$ cat config.mk
export PLATFORM = sky130hd
export DESIGN_NAME = merge_boxes_by_x_overlap_core
export DESIGN_NICKNAME = d
export VERILOG_FILES = /design/src/mbx_pkg.sv /design/src/mbx_front.sv /design/src/mbx_back.sv /design/src/mbx_outq.sv /design/src/merge_boxes_by_x_overlap_core.sv
export SDC_FILE = /design/constraint.sdc
export NUM_CORES = 2
export LEC_CHECK = 0
export ABC_AREA = 1
export BUFFER_PORTS_ARGS = -buffer_cell sky130_fd_sc_hd__buf_2
export CAP_MARGIN = 20
export CORE_AREA = 8 8 279 281
export CTS_BUF_LIST = sky130_fd_sc_hd__clkbuf_8
export DETAILED_ROUTE_END_ITERATION = 8
export DIE_AREA = 0 0 287 289
export GPL_TIMING_DRIVEN = 0
export PLACE_DENSITY_LB_ADDON = 0.2
export SETUP_SLACK_MARGIN = 0.5
export SYNTH_ARGS = -nofsm -noshare
export SYNTH_HDL_FRONTEND = slang
export SYNTH_HIERARCHICAL = 1
export SYNTH_SLANG_ARGS = --single-unit
$ cat constraint.sdc
create_clock -name clk -period 38.9 [get_ports clk]
set_clock_uncertainty 0.1 [all_clocks]
set_input_delay 9.725 -clock clk [delete_from_list [all_inputs] [get_ports clk]]
set_output_delay 9.725 -clock clk [all_outputs]
set_load 0.05 [all_outputs]
$ cat src/mbx_pkg.sv
// Shared widths, constants, types and the span union helper of the box merger.
// No dependencies; used by every RTL module of the block.
package mbx_pkg;

  localparam int COORD_W = 12;                  // box column / row
  localparam int EXT_W   = 13;                  // box width / height
  localparam int EDGE_W  = 14;                  // right / bottom edge, x + w - 1
  localparam int RATIO_W = 8;
  localparam int PROD_W  = EXT_W + RATIO_W;     // threshold products

  localparam int IMAGE_DIM = 4096;
  localparam int EXT_MAX   = 8191;
  localparam logic [EDGE_W-1:0] IMG_LIM = EDGE_W'(IMAGE_DIM - 1);

  // Configuration port
  localparam int ADDR_W = 3;
  localparam int DATA_W = 32;
  localparam logic REG_RATIO_NUM = 1'b0;        // selected by paddr[2]
  localparam logic REG_RATIO_DEN = 1'b1;
  localparam logic [RATIO_W-1:0] RATIO_NUM_RST = RATIO_W'(1);
  localparam logic [RATIO_W-1:0] RATIO_DEN_RST = RATIO_W'(5);

  // Queues
  localparam int CMDQ_DEPTH = 4;
  localparam int CMDQ_AW    = $clog2(CMDQ_DEPTH);
  localparam int CMDQ_CW    = $clog2(CMDQ_DEPTH + 1);
  localparam int OUTQ_DEPTH = 4;
  localparam int OUTQ_AW    = $clog2(OUTQ_DEPTH);
  localparam int OUTQ_CW    = $clog2(OUTQ_DEPTH + 1);

  typedef struct packed {
    logic [COORD_W-1:0] x;
    logic [COORD_W-1:0] y;
    logic [EXT_W-1:0]   w;
    logic [EXT_W-1:0]   h;
  } box_t;

  typedef struct packed {
    box_t              box;
    logic [EDGE_W-1:0] right;
    logic [EDGE_W-1:0] bottom;
  } geom_t;

  typedef struct packed {
    geom_t geom;
    logic  last;
  } cmd_t;

  // Front to back: head of the request queue
  typedef struct packed {
    logic valid;
    cmd_t cmd;
  } cmd_head_t;

  typedef struct packed {
    box_t box;
    logic final_box;
  } res_t;

  // Back to result queue: up to two results per request, older one first
  typedef struct packed {
    logic v0;
    logic v1;
    res_t r0;
    res_t r1;
  } res_push_t;

  typedef struct packed {
    logic [COORD_W-1:0] start;
    logic [EXT_W-1:0]   len;
    logic [EDGE_W-1:0]  stop;
  } span_t;

  // Union of two 1-D spans, far edge clamped to the image, length saturated
  function automatic span_t span_union(input logic [COORD_W-1:0] a0,
                                       input logic [EDGE_W-1:0]  ae,
                                       input logic [COORD_W-1:0] b0,
                                       input logic [EDGE_W-1:0]  be);
    logic [COORD_W-1:0] lo;
    logic [EDGE_W-1:0]  hi;
    logic [EDGE_W-1:0]  len;
    span_t              s;
    lo = (a0 < b0) ? a0 : b0;
    hi = (ae > be) ? ae : be;
    if (hi > IMG_LIM) begin
      hi = IMG_LIM;
    end
    s.start = lo;
    if (hi < EDGE_W'(lo)) begin
      s.len  = EXT_W'(1);
      s.stop = EDGE_W'(lo);
    end else begin
      len = hi - EDGE_W'(lo) + EDGE_W'(1);
      if (len > EDGE_W'(EXT_MAX)) begin
        s.len  = EXT_W'(EXT_MAX);
        s.stop = EDGE_W'(lo) + EDGE_W'(EXT_MAX - 1);
      end else begin
        s.len  = EXT_W'(len);
        s.stop = hi;
      end
    end
    return s;
  endfunction

endpackage

$ cat src/mbx_front.sv
// Front end: accepts boxes, normalizes extents, computes far edges and queues requests.
// Depends on mbx_pkg.
module mbx_front import mbx_pkg::*; (
  input  logic               clk,
  input  logic               rst_n,
  input  logic               push,
  output logic               full,
  input  logic [COORD_W-1:0] in_box_x,
  input  logic [COORD_W-1:0] in_box_y,
  input  logic [EXT_W-1:0]   in_box_w,
  input  logic [EXT_W-1:0]   in_box_h,
  input  logic               in_list_end,
  output cmd_head_t          head,
  input  logic               head_pop
);

  cmd_t                mem_r [CMDQ_DEPTH];
  logic [CMDQ_AW-1:0]  wr_ptr_r, wr_ptr_nxt;
  logic [CMDQ_AW-1:0]  rd_ptr_r, rd_ptr_nxt;
  logic [CMDQ_CW-1:0]  cnt_r, cnt_nxt;
  logic                do_push, do_pop;
  logic [EXT_W-1:0]    w_n, h_n;
  cmd_t                cmd_new;

  // Classify: take a zero extent as one, derive right and bottom edges
  always_comb begin
    w_n = (in_box_w == '0) ? EXT_W'(1) : in_box_w;
    h_n = (in_box_h == '0) ? EXT_W'(1) : in_box_h;
    cmd_new.geom.box.x  = in_box_x;
    cmd_new.geom.box.y  = in_box_y;
    cmd_new.geom.box.w  = w_n;
    cmd_new.geom.box.h  = h_n;
    cmd_new.geom.right  = EDGE_W'(in_box_x) + EDGE_W'(w_n) - EDGE_W'(1);
    cmd_new.geom.bottom = EDGE_W'(in_box_y) + EDGE_W'(h_n) - EDGE_W'(1);
    cmd_new.last        = in_list_end;
  end

  assign full    = (cnt_r == CMDQ_CW'(CMDQ_DEPTH));
  assign do_push = push && !full;
  assign do_pop  = head_pop && (cnt_r != '0);

  // Present the oldest request to the back end
  always_comb begin
    head.valid = (cnt_r != '0);
    head.cmd   = mem_r[rd_ptr_r];
  end

  // Advance pointers and count
  always_comb begin
    wr_ptr_nxt = do_push ? wr_ptr_r + CMDQ_AW'(1) : wr_ptr_r;
    rd_ptr_nxt = do_pop ? rd_ptr_r + CMDQ_AW'(1) : rd_ptr_r;
    cnt_nxt    = cnt_r + CMDQ_CW'(do_push) - CMDQ_CW'(do_pop);
  end

  always_ff @(posedge clk) begin
    if (!rst_n) begin
      wr_ptr_r <= '0;
      rd_ptr_r <= '0;
      cnt_r    <= '0;
    end else begin
      wr_ptr_r <= wr_ptr_nxt;
      rd_ptr_r <= rd_ptr_nxt;
      cnt_r    <= cnt_nxt;
    end
  end

  // Store the request
  always_ff @(posedge clk) begin
    if (do_push) begin
      mem_r[wr_ptr_r] <= cmd_new;
    end
  end

endmodule

$ cat src/mbx_back.sv
// Back end: compares each request with the held box, merges or emits, flushes on list end.
// Depends on mbx_pkg.
module mbx_back import mbx_pkg::*; (
  input  logic               clk,
  input  logic               rst_n,
  input  logic [RATIO_W-1:0] ratio_num,
  input  logic [RATIO_W-1:0] ratio_den,
  input  cmd_head_t          head,
  output logic               head_pop,
  input  logic               res_room,
  output res_push_t          res_push
);

  logic               held_valid_r, held_valid_nxt;
  geom_t              held_r, held_nxt;
  logic               go;
  cmd_t               c;
  logic [COORD_W-1:0] ov_start;
  logic [EDGE_W-1:0]  ov_end;
  logic [EXT_W-1:0]   ov;
  logic [EXT_W-1:0]   narrow;
  logic [PROD_W-1:0]  prod_ov, prod_nw;
  logic               merge;
  span_t              ux, uy;
  geom_t              merged;

  assign go       = head.valid && res_room;
  assign head_pop = go;
  assign c        = head.cmd;

  // Horizontal overlap and narrower width
  always_comb begin
    ov_start = (held_r.box.x > c.geom.box.x) ? held_r.box.x : c.geom.box.x;
    ov_end   = (held_r.right < c.geom.right) ? held_r.right : c.geom.right;
    ov       = (ov_end >= EDGE_W'(ov_start)) ?
               EXT_W'(ov_end - EDGE_W'(ov_start) + EDGE_W'(1)) : '0;
    narrow   = (held_r.box.w < c.geom.box.w) ? held_r.box.w : c.geom.box.w;
  end

  // Exact ratio test: overlap * den > num * narrow
  assign prod_ov = PROD_W'(ov) * PROD_W'(ratio_den);
  assign prod_nw = PROD_W'(ratio_num) * PROD_W'(narrow);
  assign merge   = held_valid_r && (prod_ov > prod_nw);

  // Union in both axes
  always_comb begin
    ux = span_union(held_r.box.x, held_r.right, c.geom.box.x, c.geom.right);
    uy = span_union(held_r.box.y, held_r.bottom, c.geom.box.y, c.geom.bottom);
    merged.box.x  = ux.start;
    merged.box.w  = ux.len;
    merged.right  = ux.stop;
    merged.box.y  = uy.start;
    merged.box.h  = uy.len;
    merged.bottom = uy.stop;
  end

  // Pick the next held box and the results of this request
  always_comb begin
    held_nxt       = merge ? merged : c.geom;
    held_valid_nxt = !c.last;
    res_push.v0           = go && held_valid_r && !merge;
    res_push.r0.box       = held_r.box;
    res_push.r0.final_box = 1'b0;
    res_push.v1           = go && c.last;
    res_push.r1.box       = held_nxt.box;
    res_push.r1.final_box = 1'b1;
  end

  always_ff @(posedge clk) begin
    if (!rst_n) begin
      held_valid_r <= 1'b0;
    end else if (go) begin
      held_valid_r <= held_valid_nxt;
    end
  end

  // Hold the current box
  always_ff @(posedge clk) begin
    if (go) begin
      held_r <= held_nxt;
    end
  end

endmodule

$ cat src/mbx_outq.sv
// Result queue: takes up to two results a cycle from the back end, hands out one.
// Depends on mbx_pkg.
module mbx_outq import mbx_pkg::*; (
  input  logic      clk,
  input  logic      rst_n,
  input  res_push_t res_push,
  output logic      res_room,
  output logic      empty,
  input  logic      pop,
  output res_t      head
);

  res_t               mem_r [OUTQ_DEPTH];
  logic [OUTQ_AW-1:0] wr_ptr_r, wr_ptr_nxt;
  logic [OUTQ_AW-1:0] rd_ptr_r, rd_ptr_nxt;
  logic [OUTQ_CW-1:0] cnt_r, cnt_nxt;
  logic [OUTQ_CW-1:0] n_push;
  logic               do_pop;
  logic               any_push;
  res_t               first;

  // Room for a full request's worth of results
  assign res_room = (cnt_r <= OUTQ_CW'(OUTQ_DEPTH - 2));
  assign empty    = (cnt_r == '0);
  assign do_pop   = pop && !empty;
  assign head     = mem_r[rd_ptr_r];

  // Pack the older valid result first
  always_comb begin
    any_push   = res_push.v0 || res_push.v1;
    first      = res_push.v0 ? res_push.r0 : res_push.r1;
    n_push     = OUTQ_CW'(res_push.v0) + OUTQ_CW'(res_push.v1);
    wr_ptr_nxt = wr_ptr_r + OUTQ_AW'(n_push);
    rd_ptr_nxt = do_pop ? rd_ptr_r + OUTQ_AW'(1) : rd_ptr_r;
    cnt_nxt    = cnt_r + n_push - OUTQ_CW'(do_pop);
  end

  always_ff @(posedge clk) begin
    if (!rst_n) begin
      wr_ptr_r <= '0;
      rd_ptr_r <= '0;
      cnt_r    <= '0;
    end else begin
      wr_ptr_r <= wr_ptr_nxt;
      rd_ptr_r <= rd_ptr_nxt;
      cnt_r    <= cnt_nxt;
    end
  end

  // Store results
  always_ff @(posedge clk) begin
    if (any_push) begin
      mem_r[wr_ptr_r] <= first;
    end
    if (res_push.v0 && res_push.v1) begin
      mem_r[wr_ptr_r + OUTQ_AW'(1)] <= res_push.r1;
    end
  end

endmodule

$ cat src/merge_boxes_by_x_overlap_core.sv
// Top level of the box merger: configuration registers, front end, back end, result queue.
// Depends on mbx_pkg, mbx_front, mbx_back and mbx_outq.
//
//   channel  | handshake          | payload
//   ---------+--------------------+-------------------------------------------------
//   input    | push / full        | in_box_x, in_box_y, in_box_w, in_box_h, in_list_end
//   result   | empty / pop        | out_x, out_y, out_w, out_h, out_final
//   config   | psel/penable/pready| paddr, pwdata, pwrite, prdata
//
// One box per cycle sustained while the result queue has room; an accepted box is
// registered in the request queue, and its results in the result queue, before a pop.
// The held-box compare, multiply and union are combinational in the back end.
// Synchronous reset empties both queues, invalidates the held box, sets the ratio to 1/5.
// full rises with four requests waiting; the back end waits until the result
// queue has two free entries.
module merge_boxes_by_x_overlap_core import mbx_pkg::*; (
  input  logic               clk,
  input  logic               rst_n,
  input  logic               push,
  output logic               full,
  input  logic [COORD_W-1:0] in_box_x,
  input  logic [COORD_W-1:0] in_box_y,
  input  logic [EXT_W-1:0]   in_box_w,
  input  logic [EXT_W-1:0]   in_box_h,
  input  logic               in_list_end,
  output logic               empty,
  input  logic               pop,
  output logic [COORD_W-1:0] out_x,
  output logic [COORD_W-1:0] out_y,
  output logic [EXT_W-1:0]   out_w,
  output logic [EXT_W-1:0]   out_h,
  output logic               out_final,
  input  logic               psel,
  input  logic               penable,
  input  logic               pwrite,
  input  logic [ADDR_W-1:0]  paddr,
  input  logic [DATA_W-1:0]  pwdata,
  output logic [DATA_W-1:0]  prdata,
  output logic               pready
);

  logic [RATIO_W-1:0] ratio_num_r;
  logic [RATIO_W-1:0] ratio_den_r;
  logic               cfg_wr;
  cmd_head_t          cmd_head;
  logic               cmd_pop;
  logic               res_room;
  res_push_t          res_push;
  res_t               res_head;

  // Register writes complete in the access cycle
  assign pready = 1'b1;
  assign cfg_wr = psel && penable && pwrite && pready;

  always_ff @(posedge clk) begin
    if (!rst_n) begin
      ratio_num_r <= RATIO_NUM_RST;
      ratio_den_r <= RATIO_DEN_RST;
    end else if (cfg_wr) begin
      unique case (paddr[2])
        REG_RATIO_NUM: ratio_num_r <= pwdata[RATIO_W-1:0];
        REG_RATIO_DEN: ratio_den_r <= pwdata[RATIO_W-1:0];
        default:       ratio_num_r <= ratio_num_r;
      endcase
    end
  end

  // Read back the selected register
  always_comb begin
    unique case (paddr[2])
      REG_RATIO_NUM: prdata = DATA_W'(ratio_num_r);
      REG_RATIO_DEN: prdata = DATA_W'(ratio_den_r);
      default:       prdata = '0;
    endcase
  end

  mbx_front u_front (
    .clk         (clk),
    .rst_n       (rst_n),
    .push        (push),
    .full        (full),
    .in_box_x    (in_box_x),
    .in_box_y    (in_box_y),
    .in_box_w    (in_box_w),
    .in_box_h    (in_box_h),
    .in_list_end (in_list_end),
    .head        (cmd_head),
    .head_pop    (cmd_pop)
  );

  mbx_back u_back (
    .clk       (clk),
    .rst_n     (rst_n),
    .ratio_num (ratio_num_r),
    .ratio_den (ratio_den_r),
    .head      (cmd_head),
    .head_pop  (cmd_pop),
    .res_room  (res_room),
    .res_push  (res_push)
  );

  mbx_outq u_outq (
    .clk      (clk),
    .rst_n    (rst_n),
    .res_push (res_push),
    .res_room (res_room),
    .empty    (empty),
    .pop      (pop),
    .head     (res_head)
  );

  assign out_x     = res_head.box.x;
  assign out_y     = res_head.box.y;
  assign out_w     = res_head.box.w;
  assign out_h     = res_head.box.h;
  assign out_final = res_head.final_box;

endmodule

==> impl_metrics.yaml <==
status:
  status: "complete, no violations"
die:
  start_util_pct: 59.3
  fp.coreArea_um2: 73600
  die_area_um2: 82900
  ios: 179
  num_rows: 100
  die_h_um: 289
  fp.dieW_um: 287
routing:
  vias: 35500
  post_drt_wl_per_cell_um: 19.9
  drt_iter0_drc: 3527
  via_per_inst: 5.68
  drt_first_pass_iters: 9
  drcViolationCount: 0
  ant_nets: 0
  wl_um: 124000
sta:
  rsz0062_at_grt: "false"
  hold_viol: 0
  post-route-period-util_pct: 52.5
  maxSlewHeadroom_pct: 26.8
  finalSetupViolations: 0
  period_minus_slack_ns: 20.41
  worst_slack_ns: 18.49
  fin_tns_setup_ns: 0
  fmax_mhz: 49.0
  worst_slew_pin_slew_ns: 1.09
  drv_slew: 0
synthesis:
  syn-cell-area_um2: 43600
  syn_inst: 4907
  ys.flop_type: "edfxtp_1"
  synth_edf_count: 598
  avgSynthCellArea_um2: 8.89
  yosysSeqAreaShare_pct: 42.8
  yosysWarnings: 6
  ys_seq_elements: 633
  synthArstFlopShare_pct: 0
  synth.distinct_cells: 63
cells_and_area:
  nets: 5745
  fin_area_um2: 48100
  syn_to_final_growth_pct: 10.3
  fin_cells: 6249
  layout-drive-gt1-share_pct: 11.9
clocking:
  ctsRootBufferMaster: "clkbuf_8"
  cts_buffers: 103
  cts_buffer_depth: 3
  clk_pin_slew_ns: 0.06
  holdBufCountCts: 0
  clock_latency_ns: 0.75
  cts_setup_buffers: 0
  ctsResizeCount: 0
  cts.htree.levels: 3
  cts.sink_count: 633
  cts_tree: "yes"
min_path:
  min_path_cells: 2
  whs_endpoint: "u_front/rd_ptr_r[1]"
  min_from: "u_front/rd_ptr_r[1]"
  hold_class: "flop to flop"
worst_setup_path:
  rr_worst_depth: 64
  worstPathMaxFanout: 10
  r2r_end: "u_outq/mem_r[1][6]"
  cp-start-kind: "input port"
  critPathKind: "input port to primary output"
  critPathLaunch: "paddr[2]"
  cp-end-kind: "primary output"
  worstPathRequired_ns: 29.08
  r2r_slack_ns: 23.51
  cp.arrival_ns: 10.59
global_routing:
  grt-ovfl-total: 0
  grt_pass1_vias: 34400
  grt_pass1_wl_um: 190000
  antenna_found_initial: 4
  grt_max_degree: 59
  grt.total_usage_pct: 29.3
placed_design:
  dp_slack_ns: 18.48
  hpwl_um: 94500
  dpl_cell_area_um2: 46200
  dp_cells: 6056
  io_buffer_count: 126
  globalplace.congestion: 0.973
job:
  maxCapViolations: 0
[metrics by stage]
step	hold slack (ns)	util [%]
floorplan	0.333	-
global placement	0.344	62.0
detailed placement	0.358	62.8
CTS	0.366	65.4
global route	0.390	65.4
finish	0.370	65.4
[sequential cells by signal, indices dropped and copies added (netlist names), 3 cells and up, named ones only]
name / cells
ratio_den_r: 8
ratio_num_r: 8
u_back/held_r: 28
u_back/res_push: 50
u_front/cnt_r: 3
u_front/mem_r: 316
u_outq/cnt_r: 3
u_outq/mem_r: 204
[cells by family (layout without fill, tap and decap cells)]
| family | after synthesis | after routing | synth area share (%) |
|---|---|---|---|
| buf+inv | 995 | 1338 | 10.8 |
| compound gates | 1048 | 1048 | 13.1 |
| fa+ha+maj | 460 | 460 | 15.8 |
| other cells | 4 | 34 | 0.0344 |
| simple gates | 1700 | 1700 | 16.0 |
| xor+xnor | 67 | 67 | 1.39 |
| flops | 633 | 633 | 42.8 |
[cells in the mapped netlist (6+ instances only)]
cell type	instances	area share (%)
o21ai_1	102	1.2
nand3_1	140	1.6
o21ai_2	18	0.36
nor3_1	21	0.24
a22o_1	6	0.12
nand2_1	896	7.7
ha_1	306	8.8
xnor2_1	17	0.34
or2_2	11	0.16
o22ai_1	135	1.9
edfxtp_1	598	41
a21oi_1	155	1.8
nand3_2	8	0.18
nand4_1	41	0.59
a31oi_1	11	0.16
nor2_1	530	4.6
dfxtp_1	35	1.6
buf_8	7	0.24
nor2_4	8	0.21
xor2_1	49	0.98
nand2_2	20	0.29
buf_4	140	2.4
inv_2	12	0.10
nand2_4	7	0.18
o31ai_1	10	0.17
o21ai_0	553	6.3
fa_1	154	7.1
clkbuf_2	7	0.080
buf_2	38	0.44
o211ai_1	12	0.21
buf_6	43	1.1
inv_1	631	5.4
o21bai_1	19	0.33
clkbuf_1	107	0.92
[worst max-delay path, stage by stage]
cell and delay (ns):
buf_4 0.16, inv_4 0.11, buf_6 0.15, nand2_1 0.05, nand2_1 0.10, buf_2 0.28
[area by class of cell]
class / count / area [µm²]
Antenna cell: 1 / 2.50
Buffer: 344 / 2270
Clock buffer: 106 / 1460
Clock inverter: 86 / 502
Fill cell: 6029 / 25400
Inverter: 651 / 2450
Multi-Input combinational cell: 3308 / 20500
Sequential cell: 633 / 18700
Tap cell: 969 / 1210
Timing Repair Buffer: 151 / 1120
[cell usage in the layout, fill, tap and decap left out, types with 19 or more instances in the layout]
master / count
buf_6: 43
dfxtp_1: 35
nand2_1: 896
nand4_1: 41
buf_2: 164
nor3_1: 21
o21bai_1: 19
nor2_1: 526
clkinv_1: 30
edfxtp_1: 598
nand3_1: 140
ha_1: 306
o22ai_1: 135
o21ai_1: 102
xor2_1: 49
clkbuf_8: 106
o21ai_0: 553
clkbuf_1: 107
buf_4: 140
fa_1: 154
conb_1: 33
nand2_2: 20
inv_1: 665
a21oi_1: 155
[metal layers]
metal / GRT usage, % / vias up / wire [µm]
li1: - / 16900 / -
met1: 38.5 / 16600 / 50400
met2: 48.2 / 1745 / 58400
met3: 4.61 / 287 / 10700
met4: 12.3 / 4 / 4780
met5: 0 / - / 27
[how the worst max path moves through the flow]
| stage | endpoint | depth (start not counted) |
|---|---|---|
| 2_1_floorplan | prdata[2] | 5 |
| 3_3_place_gp | u_outq/mem_r[0][3] | 65 |
| 3_5_place_dp | prdata[5] | 6 |
| 4_1_cts | prdata[5] | 6 |
| 5_1_grt | prdata[5] | 6 |
| 6_report | prdata[6] | 6 |
Power is not shown: default switching activity piles up to over one toggle a cycle in this logic, so the estimate is an artifact.
